`src/rtl/stride_scheduler_table_assert.svh`:
```
// ----------------------------------------------------------------------------
// Assertion macros for the stride scheduler task table
// Shorthand for clocked implication checks with an active-low reset.
// ----------------------------------------------------------------------------
`ifndef STRIDE_SCHEDULER_TABLE_ASSERT_SVH
`define STRIDE_SCHEDULER_TABLE_ASSERT_SVH

// The consequent must hold in the same cycle as the antecedent.
`define SST_ASSERT_IMP(label, clk, rstn, ante, cons, msg) \
  label: assert property (@(posedge clk) disable iff (!rstn) (ante) |-> (cons)) \
    else $error(msg);

// The consequent must hold in the cycle after the antecedent.
`define SST_ASSERT_NXT(label, clk, rstn, ante, cons, msg) \
  label: assert property (@(posedge clk) disable iff (!rstn) (ante) |=> (cons)) \
    else $error(msg);

`endif

```
`src/rtl/sst_pkg.sv`:
```
// ----------------------------------------------------------------------------
// Stride scheduler table package
// Shared codes, widths and types of the stride scheduler task table.
// ----------------------------------------------------------------------------
package sst_pkg;

  localparam int unsigned STRIDE_W = 64;
  localparam int unsigned ID_W     = 31;
  localparam int unsigned BIG_W    = 32;
  localparam int unsigned PRIO_W   = 8;

  localparam logic [BIG_W-1:0]  BIG_STRIDE_RST = 32'd65536;
  localparam logic [PRIO_W-1:0] PRIO_RST       = 8'd16;
  localparam logic [ID_W-1:0]   ID_RST         = 31'd1;

  // Register indexes.
  localparam logic REG_BIG_STRIDE = 1'b0;
  localparam logic REG_PRIORITY   = 1'b1;

  // Operation codes.
  localparam logic [2:0] OP_ALLOC = 3'd0;
  localparam logic [2:0] OP_RUN   = 3'd1;
  localparam logic [2:0] OP_YIELD = 3'd2;
  localparam logic [2:0] OP_EXIT  = 3'd3;
  localparam logic [2:0] OP_SCHED = 3'd4;

  // Status codes.
  localparam logic [1:0] STAT_OK     = 2'd0;
  localparam logic [1:0] STAT_NOSLOT = 2'd1;
  localparam logic [1:0] STAT_NOCUR  = 2'd2;

  // Slot states.
  localparam logic [1:0] SLOT_FREE     = 2'd0;
  localparam logic [1:0] SLOT_USED     = 2'd1;
  localparam logic [1:0] SLOT_RUNNABLE = 2'd2;
  localparam logic [1:0] SLOT_RUNNING  = 2'd3;

  typedef struct packed {
    logic [1:0]          st;
    logic [STRIDE_W-1:0] stride;
    logic [ID_W-1:0]     task_id;
  } slot_entry_t;

  typedef enum logic [5:0] {
    S_IDLE = 6'b000001,
    S_SCAN = 6'b000010,
    S_FIN  = 6'b000100,
    S_ONE  = 6'b001000,
    S_UPD  = 6'b010000,
    S_DONE = 6'b100000
  } fsm_e;

endpackage

```
`src/rtl/sst_div.sv`:
```
// ----------------------------------------------------------------------------
// Stride step divider
// Restoring radix-2 divider that forms big_stride / priority, one quotient
// bit per cycle. A zero divisor is treated as one.
// ----------------------------------------------------------------------------
module sst_div (
  input  logic                            clk_i,
  input  logic                            rst_ni,
  input  logic                            start_i,
  input  logic [sst_pkg::BIG_W-1:0]       dividend_i,
  input  logic [sst_pkg::PRIO_W-1:0]      divisor_i,
  output logic [sst_pkg::BIG_W-1:0]       quotient_o,
  output logic                            ready_o
);

  localparam int unsigned CNT_W = $clog2(sst_pkg::BIG_W);
  localparam logic [CNT_W-1:0] CNT_LAST = CNT_W'(sst_pkg::BIG_W - 1);

  logic                         busy_q, busy_d;
  logic [CNT_W-1:0]             cnt_q, cnt_d;
  logic [sst_pkg::BIG_W-1:0]    quo_q, quo_d;
  logic [sst_pkg::PRIO_W-1:0]   rem_q, rem_d;
  logic [sst_pkg::PRIO_W-1:0]   dsr_q, dsr_d;
  logic [sst_pkg::PRIO_W:0]     shifted;
  logic [sst_pkg::PRIO_W:0]     diff;
  logic                         qbit;

  always_comb begin
    busy_d  = busy_q;
    cnt_d   = cnt_q;
    quo_d   = quo_q;
    rem_d   = rem_q;
    dsr_d   = dsr_q;
    shifted = {rem_q, quo_q[sst_pkg::BIG_W-1]};
    diff    = shifted - {1'b0, dsr_q};
    qbit    = (shifted >= {1'b0, dsr_q});
    if (start_i) begin
      busy_d = 1'b1;
      cnt_d  = '0;
      quo_d  = dividend_i;
      rem_d  = '0;
      dsr_d  = (divisor_i == '0) ? sst_pkg::PRIO_W'(1) : divisor_i;
    end else if (busy_q) begin
      rem_d = qbit ? diff[sst_pkg::PRIO_W-1:0] : shifted[sst_pkg::PRIO_W-1:0];
      quo_d = {quo_q[sst_pkg::BIG_W-2:0], qbit};
      cnt_d = cnt_q + 1'b1;
      if (cnt_q == CNT_LAST) begin
        busy_d = 1'b0;
      end
    end
  end

  always_ff @(posedge clk_i or negedge rst_ni) begin
    if (!rst_ni) begin
      busy_q <= 1'b0;
      cnt_q  <= '0;
    end else begin
      busy_q <= busy_d;
      cnt_q  <= cnt_d;
    end
  end

  always_ff @(posedge clk_i) begin
    quo_q <= quo_d;
    rem_q <= rem_d;
    dsr_q <= dsr_d;
  end

  assign quotient_o = quo_q;
  assign ready_o    = !busy_q && !start_i;

endmodule

```
`src/rtl/stride_scheduler_table.sv`:
```
// Allocate and schedule scan the whole table: S_SCAN, S_FIN, S_UPD, S_DONE, then the output register.
// Make-runnable, yield and exit do one read-modify-write: S_ONE, S_DONE, then the output register.
// Errors found at accept and undefined operations go straight to S_DONE and the output register.
// A new word is taken only once S_DONE has passed its result to the output register.
// A config write, and reset release, start a division that holds off new words until it ends.
// Reset clears all control state; every slot then reads as free and next id is one.
// ----------------------------------------------------------------------------
// Stride scheduler task table
// Slot table in one synchronous memory, walked by a sequencer that scans,
// reads, modifies and writes back one entry per cycle.
// ----------------------------------------------------------------------------
`include "stride_scheduler_table_assert.svh"

module stride_scheduler_table #(
  parameter int unsigned SLOTS = 16
) (
  input  logic        clk_i,
  input  logic        rst_ni,
  input  logic        psel,
  input  logic        penable,
  input  logic        pwrite,
  input  logic [2:0]  paddr,
  input  logic [31:0] pwdata,
  output logic [31:0] prdata,
  output logic        pready,
  input  logic        s_axis_tvalid,
  output logic        s_axis_tready,
  input  logic [7:0]  s_axis_tdata,   // [2:0] operation, [6:3] slot, [7] zero
  output logic        m_axis_tvalid,
  input  logic        m_axis_tready,
  output logic [39:0] m_axis_tdata    // [1:0] status, [5:2] chosen_slot, [36:6] task_id
);

  localparam int unsigned SLOT_W = $clog2(SLOTS);
  localparam logic [SLOT_W-1:0] LAST_SLOT = SLOT_W'(SLOTS - 1);

  // Configuration registers.
  logic                          cfg_we;
  logic [sst_pkg::BIG_W-1:0]     big_stride_q, big_stride_d;
  logic [sst_pkg::PRIO_W-1:0]    prio_q, prio_d;
  logic                          init_q;
  logic                          div_ready;
  logic [sst_pkg::BIG_W-1:0]     step;

  assign pready = 1'b1;
  assign cfg_we = psel && penable && pwrite && pready;
  assign prdata = (paddr[2] == sst_pkg::REG_PRIORITY) ? 32'(prio_q) : big_stride_q;

  assign big_stride_d = (cfg_we && paddr[2] == sst_pkg::REG_BIG_STRIDE) ? pwdata
                                                                         : big_stride_q;
  assign prio_d       = (cfg_we && paddr[2] == sst_pkg::REG_PRIORITY)
                        ? pwdata[sst_pkg::PRIO_W-1:0] : prio_q;

  always_ff @(posedge clk_i or negedge rst_ni) begin
    if (!rst_ni) begin
      big_stride_q <= sst_pkg::BIG_STRIDE_RST;
      prio_q       <= sst_pkg::PRIO_RST;
      init_q       <= 1'b1;
    end else begin
      init_q       <= 1'b0;
      big_stride_q <= big_stride_d;
      prio_q       <= prio_d;
    end
  end

  sst_div u_div (
    .clk_i      (clk_i),
    .rst_ni     (rst_ni),
    .start_i    (init_q || cfg_we),
    .dividend_i (big_stride_d),
    .divisor_i  (prio_d),
    .quotient_o (step),
    .ready_o    (div_ready)
  );

  // Slot memory and its valid bits.
  sst_pkg::slot_entry_t mem_q [SLOTS];
  logic [SLOTS-1:0]     slot_valid_q;
  sst_pkg::slot_entry_t rd_data_q;
  logic [SLOT_W-1:0]    rd_idx_q;
  logic                 rd_ok_q;
  logic                 rd_vld_q;
  logic [SLOT_W-1:0]    rd_addr;
  logic                 rd_en;
  logic                 wr_en;
  logic [SLOT_W-1:0]    wr_addr;
  sst_pkg::slot_entry_t wr_data;
  logic [1:0]           rd_state;

  always_ff @(posedge clk_i) begin
    if (wr_en) begin
      mem_q[wr_addr] <= wr_data;
    end
    rd_data_q <= mem_q[rd_addr];
    rd_idx_q  <= rd_addr;
  end

  always_ff @(posedge clk_i or negedge rst_ni) begin
    if (!rst_ni) begin
      slot_valid_q <= '0;
      rd_ok_q      <= 1'b0;
      rd_vld_q     <= 1'b0;
    end else begin
      if (wr_en) begin
        slot_valid_q[wr_addr] <= 1'b1;
      end
      rd_ok_q  <= rd_en;
      rd_vld_q <= slot_valid_q[rd_addr];
    end
  end

  assign rd_state = rd_vld_q ? rd_data_q.st : sst_pkg::SLOT_FREE;

  // Sequencer.
  sst_pkg::fsm_e                 state_q, state_d;
  logic [2:0]                    op_q, op_d;
  logic [SLOT_W-1:0]             iss_q, iss_d;
  logic                          found_q, found_d;
  logic [SLOT_W-1:0]             best_idx_q, best_idx_d;
  logic [sst_pkg::STRIDE_W-1:0]  best_stride_q, best_stride_d;
  logic [sst_pkg::ID_W-1:0]      best_id_q, best_id_d;
  logic [SLOT_W-1:0]             cur_slot_q, cur_slot_d;
  logic                          cur_valid_q, cur_valid_d;
  logic [sst_pkg::ID_W-1:0]      next_id_q, next_id_d;
  logic [1:0]                    res_status_q, res_status_d;
  logic [3:0]                    res_slot_q, res_slot_d;
  logic [sst_pkg::ID_W-1:0]      res_id_q, res_id_d;
  logic [2:0]                    in_op;
  logic [3:0]                    in_slot;
  logic                          in_range;
  logic                          accept;
  logic                          out_load;
  logic                          m_valid_q;
  logic [39:0]                   m_data_q;

  assign in_op         = s_axis_tdata[2:0];
  assign in_slot       = s_axis_tdata[6:3];
  assign in_range      = (32'(in_slot) < SLOTS);
  assign s_axis_tready = (state_q == sst_pkg::S_IDLE) && div_ready;
  assign accept        = s_axis_tvalid && s_axis_tready;
  assign out_load      = (state_q == sst_pkg::S_DONE) && (!m_valid_q || m_axis_tready);

  always_comb begin
    state_d       = state_q;
    op_d          = op_q;
    iss_d         = iss_q;
    found_d       = found_q;
    best_idx_d    = best_idx_q;
    best_stride_d = best_stride_q;
    best_id_d     = best_id_q;
    cur_slot_d    = cur_slot_q;
    cur_valid_d   = cur_valid_q;
    next_id_d     = next_id_q;
    res_status_d  = res_status_q;
    res_slot_d    = res_slot_q;
    res_id_d      = res_id_q;
    rd_addr       = '0;
    rd_en         = 1'b0;
    wr_en         = 1'b0;
    wr_addr       = '0;
    wr_data       = '0;
    unique case (state_q) inside
      sst_pkg::S_IDLE: begin
        if (accept) begin
          op_d          = in_op;
          res_status_d  = sst_pkg::STAT_OK;
          res_slot_d    = '0;
          res_id_d      = '0;
          iss_d         = '0;
          found_d       = 1'b0;
          best_idx_d    = '0;
          best_stride_d = '1;
          case (in_op) inside
            sst_pkg::OP_ALLOC, sst_pkg::OP_SCHED: begin
              state_d = sst_pkg::S_SCAN;
            end
            sst_pkg::OP_RUN: begin
              if (in_range) begin
                rd_addr = SLOT_W'(in_slot);
                rd_en   = 1'b1;
                state_d = sst_pkg::S_ONE;
              end else begin
                res_status_d = sst_pkg::STAT_NOSLOT;
                state_d      = sst_pkg::S_DONE;
              end
            end
            sst_pkg::OP_YIELD, sst_pkg::OP_EXIT: begin
              if (cur_valid_q) begin
                rd_addr = cur_slot_q;
                rd_en   = 1'b1;
                state_d = sst_pkg::S_ONE;
              end else begin
                res_status_d = sst_pkg::STAT_NOCUR;
                state_d      = sst_pkg::S_DONE;
              end
            end
            default: begin
              state_d = sst_pkg::S_DONE;
            end
          endcase
        end
      end
      sst_pkg::S_SCAN, sst_pkg::S_FIN: begin
        if (state_q == sst_pkg::S_SCAN) begin
          rd_addr = iss_q;
          rd_en   = 1'b1;
          iss_d   = iss_q + 1'b1;
          if (iss_q == LAST_SLOT) begin
            state_d = sst_pkg::S_FIN;
          end
        end else begin
          state_d = sst_pkg::S_UPD;
        end
        if (rd_ok_q) begin
          if (op_q == sst_pkg::OP_ALLOC) begin
            if (!found_q && rd_state == sst_pkg::SLOT_FREE) begin
              found_d    = 1'b1;
              best_idx_d = rd_idx_q;
            end
          end else if (rd_state == sst_pkg::SLOT_RUNNABLE &&
                       rd_data_q.stride < best_stride_q) begin
            found_d       = 1'b1;
            best_idx_d    = rd_idx_q;
            best_stride_d = rd_data_q.stride;
            best_id_d     = rd_data_q.task_id;
          end
        end
      end
      sst_pkg::S_UPD: begin
        state_d = sst_pkg::S_DONE;
        if (!found_q) begin
          res_status_d = sst_pkg::STAT_NOSLOT;
        end else begin
          wr_en      = 1'b1;
          wr_addr    = best_idx_q;
          res_slot_d = 4'(best_idx_q);
          if (op_q == sst_pkg::OP_ALLOC) begin
            wr_data.st      = sst_pkg::SLOT_USED;
            wr_data.stride  = '0;
            wr_data.task_id = next_id_q;
            res_id_d        = next_id_q;
            next_id_d       = next_id_q + 1'b1;
          end else begin
            wr_data.st      = sst_pkg::SLOT_RUNNING;
            wr_data.stride  = best_stride_q + sst_pkg::STRIDE_W'(step);
            wr_data.task_id = best_id_q;
            res_id_d        = best_id_q;
            cur_slot_d      = best_idx_q;
            cur_valid_d     = 1'b1;
          end
        end
      end
      sst_pkg::S_ONE: begin
        state_d = sst_pkg::S_DONE;
        wr_addr = rd_idx_q;
        wr_data = rd_data_q;
        if (op_q == sst_pkg::OP_RUN && rd_state == sst_pkg::SLOT_FREE) begin
          res_status_d = sst_pkg::STAT_NOSLOT;
        end else begin
          wr_en      = 1'b1;
          res_slot_d = 4'(rd_idx_q);
          res_id_d   = rd_data_q.task_id;
          if (op_q == sst_pkg::OP_EXIT) begin
            wr_data.st = sst_pkg::SLOT_FREE;
          end else begin
            wr_data.st = sst_pkg::SLOT_RUNNABLE;
          end
          if (op_q != sst_pkg::OP_RUN || cur_slot_q == rd_idx_q) begin
            cur_valid_d = 1'b0;
          end
        end
      end
      sst_pkg::S_DONE: begin
        if (out_load) begin
          state_d = sst_pkg::S_IDLE;
        end
      end
      default: begin
        state_d = sst_pkg::S_IDLE;
      end
    endcase
  end

  always_ff @(posedge clk_i or negedge rst_ni) begin
    if (!rst_ni) begin
      state_q     <= sst_pkg::S_IDLE;
      op_q        <= sst_pkg::OP_ALLOC;
      iss_q       <= '0;
      found_q     <= 1'b0;
      cur_slot_q  <= '0;
      cur_valid_q <= 1'b0;
      next_id_q   <= sst_pkg::ID_RST;
      m_valid_q   <= 1'b0;
    end else begin
      state_q     <= state_d;
      op_q        <= op_d;
      iss_q       <= iss_d;
      found_q     <= found_d;
      cur_slot_q  <= cur_slot_d;
      cur_valid_q <= cur_valid_d;
      next_id_q   <= next_id_d;
      if (out_load) begin
        m_valid_q <= 1'b1;
      end else if (m_axis_tready) begin
        m_valid_q <= 1'b0;
      end
    end
  end

  always_ff @(posedge clk_i) begin
    best_idx_q    <= best_idx_d;
    best_stride_q <= best_stride_d;
    best_id_q     <= best_id_d;
    res_status_q  <= res_status_d;
    res_slot_q    <= res_slot_d;
    res_id_q      <= res_id_d;
    if (out_load) begin
      m_data_q <= {3'b000, res_id_q, res_slot_q, res_status_q};
    end
  end

  assign m_axis_tvalid = m_valid_q;
  assign m_axis_tdata  = m_data_q;

  `SST_ASSERT_IMP(a_err_zero, clk_i, rst_ni,
    m_axis_tvalid && m_axis_tdata[1:0] != sst_pkg::STAT_OK,
    m_axis_tdata[36:2] == '0, "Error result carries a slot or an identifier.")
  `SST_ASSERT_IMP(a_scan_last, clk_i, rst_ni, state_q == sst_pkg::S_FIN,
    rd_ok_q && rd_idx_q == LAST_SLOT, "Scan did not end on the last slot.")
  `SST_ASSERT_NXT(a_sched_cur, clk_i, rst_ni,
    state_q == sst_pkg::S_UPD && found_q && op_q == sst_pkg::OP_SCHED,
    cur_valid_q, "Scheduled slot did not become current.")
  `SST_ASSERT_IMP(a_div_hold, clk_i, rst_ni, !div_ready, !s_axis_tready,
    "Word accepted while the stride step is being computed.")

endmodule

```
`config.mk`:
```
export PLATFORM = sky130hd
export DESIGN_NAME = stride_scheduler_table
export DESIGN_NICKNAME = d
export VERILOG_FILES = /design/src/rtl/sst_pkg.sv /design/src/rtl/sst_div.sv /design/src/rtl/stride_scheduler_table.sv
export VERILOG_INCLUDE_DIRS = /design/src /design/src/rtl
export SDC_FILE = /design/constraint.sdc
export NUM_CORES = 2
export LEC_CHECK = 0
export BUFFER_PORTS_ARGS = -buffer_cell sky130_fd_sc_hd__buf_4
export CORE_ASPECT_RATIO = 0.6
export CORE_UTILIZATION = 45
export CTS_BUF_LIST = sky130_fd_sc_hd__clkbuf_8
export CTS_CLUSTER_DIAMETER = 150
export DETAILED_ROUTE_END_ITERATION = 16
export PLACE_DENSITY = 0.58
export REMOVE_ABC_BUFFERS = 1
export SYNTH_ARGS = -nofsm -noshare
export SYNTH_HDL_FRONTEND = slang
export SYNTH_SLANG_ARGS = --single-unit
export TNS_END_PERCENT = 30
```
`constraint.sdc`:
```
create_clock -name clk_i -period 8.22 [get_ports clk_i]
set_input_delay 0.822 -clock clk_i [delete_from_list [all_inputs] [get_ports clk_i]]
set_output_delay 0.822 -clock clk_i [all_outputs]
set_load 0.02 [all_outputs]
```
==> flow_summary_export.csv <==
group,metric,value,unit
worst_setup_path,cp_top_family,"buffers and inverters",
finish,layout.nets,6919,
worst_setup_path,crit_top_cell,"nand2_2",
route,routed_wl,223.7,mm
route,dr.pass1.iters,8,
clock_network,cts_buffers,304,
synth,yosysTopAreaCell,"edfxtp_1",
global_routing,grt_overflow,0,
clock_network,path_clk_slew,0.06,ns
worst_setup_path,cp-end-kind,"flop",
clock_network,cts-root-buf,"clkbuf_8",
place,io_buffers,117,
synth,synthXorXnorAreaFrac,1.012,%
synth,synth_cells,6578,
route,drt_iter0_drc,5964,
sta,rsz0062_at_grt,"no",
route,wire_per_inst,23.84,µm
hold_path,hp-class,"input port to flop",
synth,synthTopCellsByCount,"edfxtp_1 (1765), nand2_1 (1760), a21oi_1 (855), clkbuf_1 (271), o21ai_0 (266)",
sta,layout_min_cycle_time,5.360,ns
worst_setup_path,slowest_delay,0.83,ns
floorplanning,core_area,179000,µm²
clock_network,cts_tree,"done",
route,vias,52832,
synth,async_reset_ff_share,5.829,%
worst_setup_path,startpoint_type,"flop",
synth,synth_adder_area_share,1.695,%
sta,fin_crit_sh,65.21,%
clock_network,cts.path.max_buffers,4,
synth,synth_mux_area_share,1.560,%
job,max_cap_violations,0,
global_routing,grt_pass1_vias,50052,
finish,area_delta_synth_final,11.71,%
synth,synth-simple-area-share,11.69,%
sta,max_freq,186.6,MHz
global_routing,grt_use_total,24.15,%
clock_network,cts_hold_buf,1,
place,hpwl,109.0,mm
clock_network,post_cts_buffers,0,
synth,synth.cell_area,81330,µm²
pwr,ir_worst_vdd,122.0,µV
global_routing,grt_first_pass_wirelength,330.6,mm
floorplanning,fp.dieH,331.3,µm
synth,synth_flop_cell,"edfxtp_1",
worst_setup_path,cp.arrival,6.12,ns
worst_setup_path,reg2reg_slack,2.86,ns
sta,slew_headroom,14.30,%
synth,synth.top_cell.area_share,65.16,%
synth,ys_seq_area_share,71.42,%
worst_setup_path,cp-endpoint,"rd_data_q[54]",
worst_setup_path,worstRegToRegCells,11,
place,dpl_worst_slack,2.652,ns
floorplanning,rows,120,
sta,hold_viol,0,
synth,synth_top_family_by_area,"simple AND/OR/NAND/NOR gates",
route,drc,0,
finish,final_cells,9385,
worst_setup_path,reg2reg_to,"rd_data_q[54]",
worst_setup_path,startpoint,"u_div.busy_q",
global_routing,grt_start_max_net_pins,185,
clock_network,insertion_delay,0.94,ns
worst_setup_path,crit_cells,11,
place,gp_congestion,0.8345,
worst_setup_path,crit_type,"flop to flop",
synth,yosysMostFrequentCell,"edfxtp_1",
sta,final-max-slew-violation-count,0,
finish,drive_above_1_share,11.65,%
sta,tightest_slew,1.286,ns
route,routed_via_density,5.629,
worst_setup_path,required,8.98,ns
worst_setup_path,critPathBufInv,3,
synth,synth_edf_count,1765,
pwr,power.density,225.6,nW/µm²
place,post-place-cells,8831,
floorplanning,start_util,45.45,%
synth,synth_cell_types,82,
worst_setup_path,critPathMaxFanout,141,
clock_network,cts_resized,0,
pwr,p_leak,33.78,nW
global_routing,antenna_found_initial,3,
sta,fin_tns_setup,0,ns
route,postRouteAntennaNets,0,
clock_network,htree_levels,5,
floorplanning,ios,125,
sta,fin_ws,2.860,ns
floorplanning,dieArea,182500,µm²
worst_setup_path,crit_chain,"inv_1, nand2_2, nor2_2, nand2_2, or3_4, o21a_4, buf_4, buf_12, a21oi_1, o21ai_0, nand4_1",
worst_setup_path,critical-path-slowest-cell,"dfrtp_1",
hold_path,hp-start,"pwdata[11]",
sta,setup-violations-final,0,
worst_setup_path,regToRegStartpoint,"u_div.busy_q",
synth,synthTopCellsByArea,"edfxtp_1 (65%), nand2_1 (8.1%), a21oi_1 (5.3%), dfrtp_1 (3.4%), dfxtp_1 (2.7%)",
clock_network,clock_sinks,1990,
outcome,outcome,"completed",
floorplanning,die_w,550.9,µm
synth,synth_compound_area_share,10.14,%
sta,clock_skew,0.05119,ns
synth,ys.warnings.count,0,
synth,ys_ff_latch,1990,
synth,postSynthAreaPerCell,12.36,µm²
-- worst min-delay path by stage --
stage	end	slack, ns	cells past startpoint
final	big_stride_q[11]	0.16	2
after floorplan	m_axis_tdata[0]	0.40	0
after global routing	big_stride_q[11]	0.12	2
after CTS	big_stride_q[9]	0.09	2
after detailed placement	m_axis_tdata[34]	0.41	0
after global placement	m_axis_tdata[9]	0.41	0
-- registers in the layout, indices dropped and copies added (netlist names), 3 cells and up --
name,flops
mem_q,1552
rd_data_q,97
best_stride_q,64
m_axis_tdata,37
big_stride_q,32
u_div.quotient_o,32
best_id_q,31
next_id_q,31
res_id_q,31
slot_valid_q,16
prio_q,8
u_div.dsr_q,8
u_div.rem_q,8
state_q,6
u_div.cnt_q,5
best_idx_q,4
cur_slot_q,4
iss_q,4
rd_idx_q,4
res_slot_q,4
op_q,3
-- cell type report --
type	count	area (µm²)
Sequential cell	1990	58090
Tap cell	2379	2977
Multi-Input combinational cell	4113	21480
Timing Repair Buffer	258	2272
Fill cell	15311	88120
Clock inverter	208	958.4
Inverter	93	364.1
Antenna cell	2	5.005
Clock buffer	342	4707
-- routing by layer --
metal,part of all wire (%),GRT usage [%],vias up
li1,-,-,24073
met4,1.9,5.959,2
met1,47,38.02,26353
met2,43,34.26,2085
met5,0.0067,0,-
met3,8.1,4.412,319
-- kinds of logic after synthesis --
family | after synthesis
compound gates | 1544
flops | 1990
fa+ha+maj | 109
buf+inv | 478
simple gates | 2245
mux | 116
other cells | 2
xor+xnor | 94
-- layout by cell type, fill, tap and decap left out, types with 13 or more instances in the layout --
cell and count:
mux2_2 86, nand4_1 132, a22o_1 16, dfxtp_1 109, or2_2 22, clkbuf_8 342
nand2b_1 71, nor3_1 20, edfxtp_1 1765, nand2_1 1758, xnor2_1 67, ha_1 107
and3_1 16, dfrtp_1 111, mux2i_1 30, clkinv_1 48, xor2_1 27, o21ai_1 257
nand3_1 34, o21ai_0 262, nor2b_1 34, buf_12 26, inv_1 212, a21oi_1 855
clkinv_2 20, a21o_1 45, o31ai_1 15, nor2_4 18, a211oi_1 13, buf_4 229
nor2_1 64
-- metrics by stage --
stage               hold WS (ns)  area [µm²]  utilization, %  total power (W)
floorplan                 0.4003       79690               -          0.01237
global placement          0.4064       85160           47.59          0.01288
detailed placement        0.4054       85160           47.59          0.01290
CTS                      0.08787       90840           50.76          0.02064
global route              0.1193       90850           50.76          0.02119
finish                    0.1558       90860           50.77          0.02049
-- where the power goes --
group,total [W],internal [W],switching [W]
logic,0.00146,0.000582,0.000874
registers,0.0113,0.0111,0.000119
clock network,0.00778,0.00391,0.00386
total,0.0205,0.0156,0.00486
No activity file was read; power rests on OpenSTA's default activity.
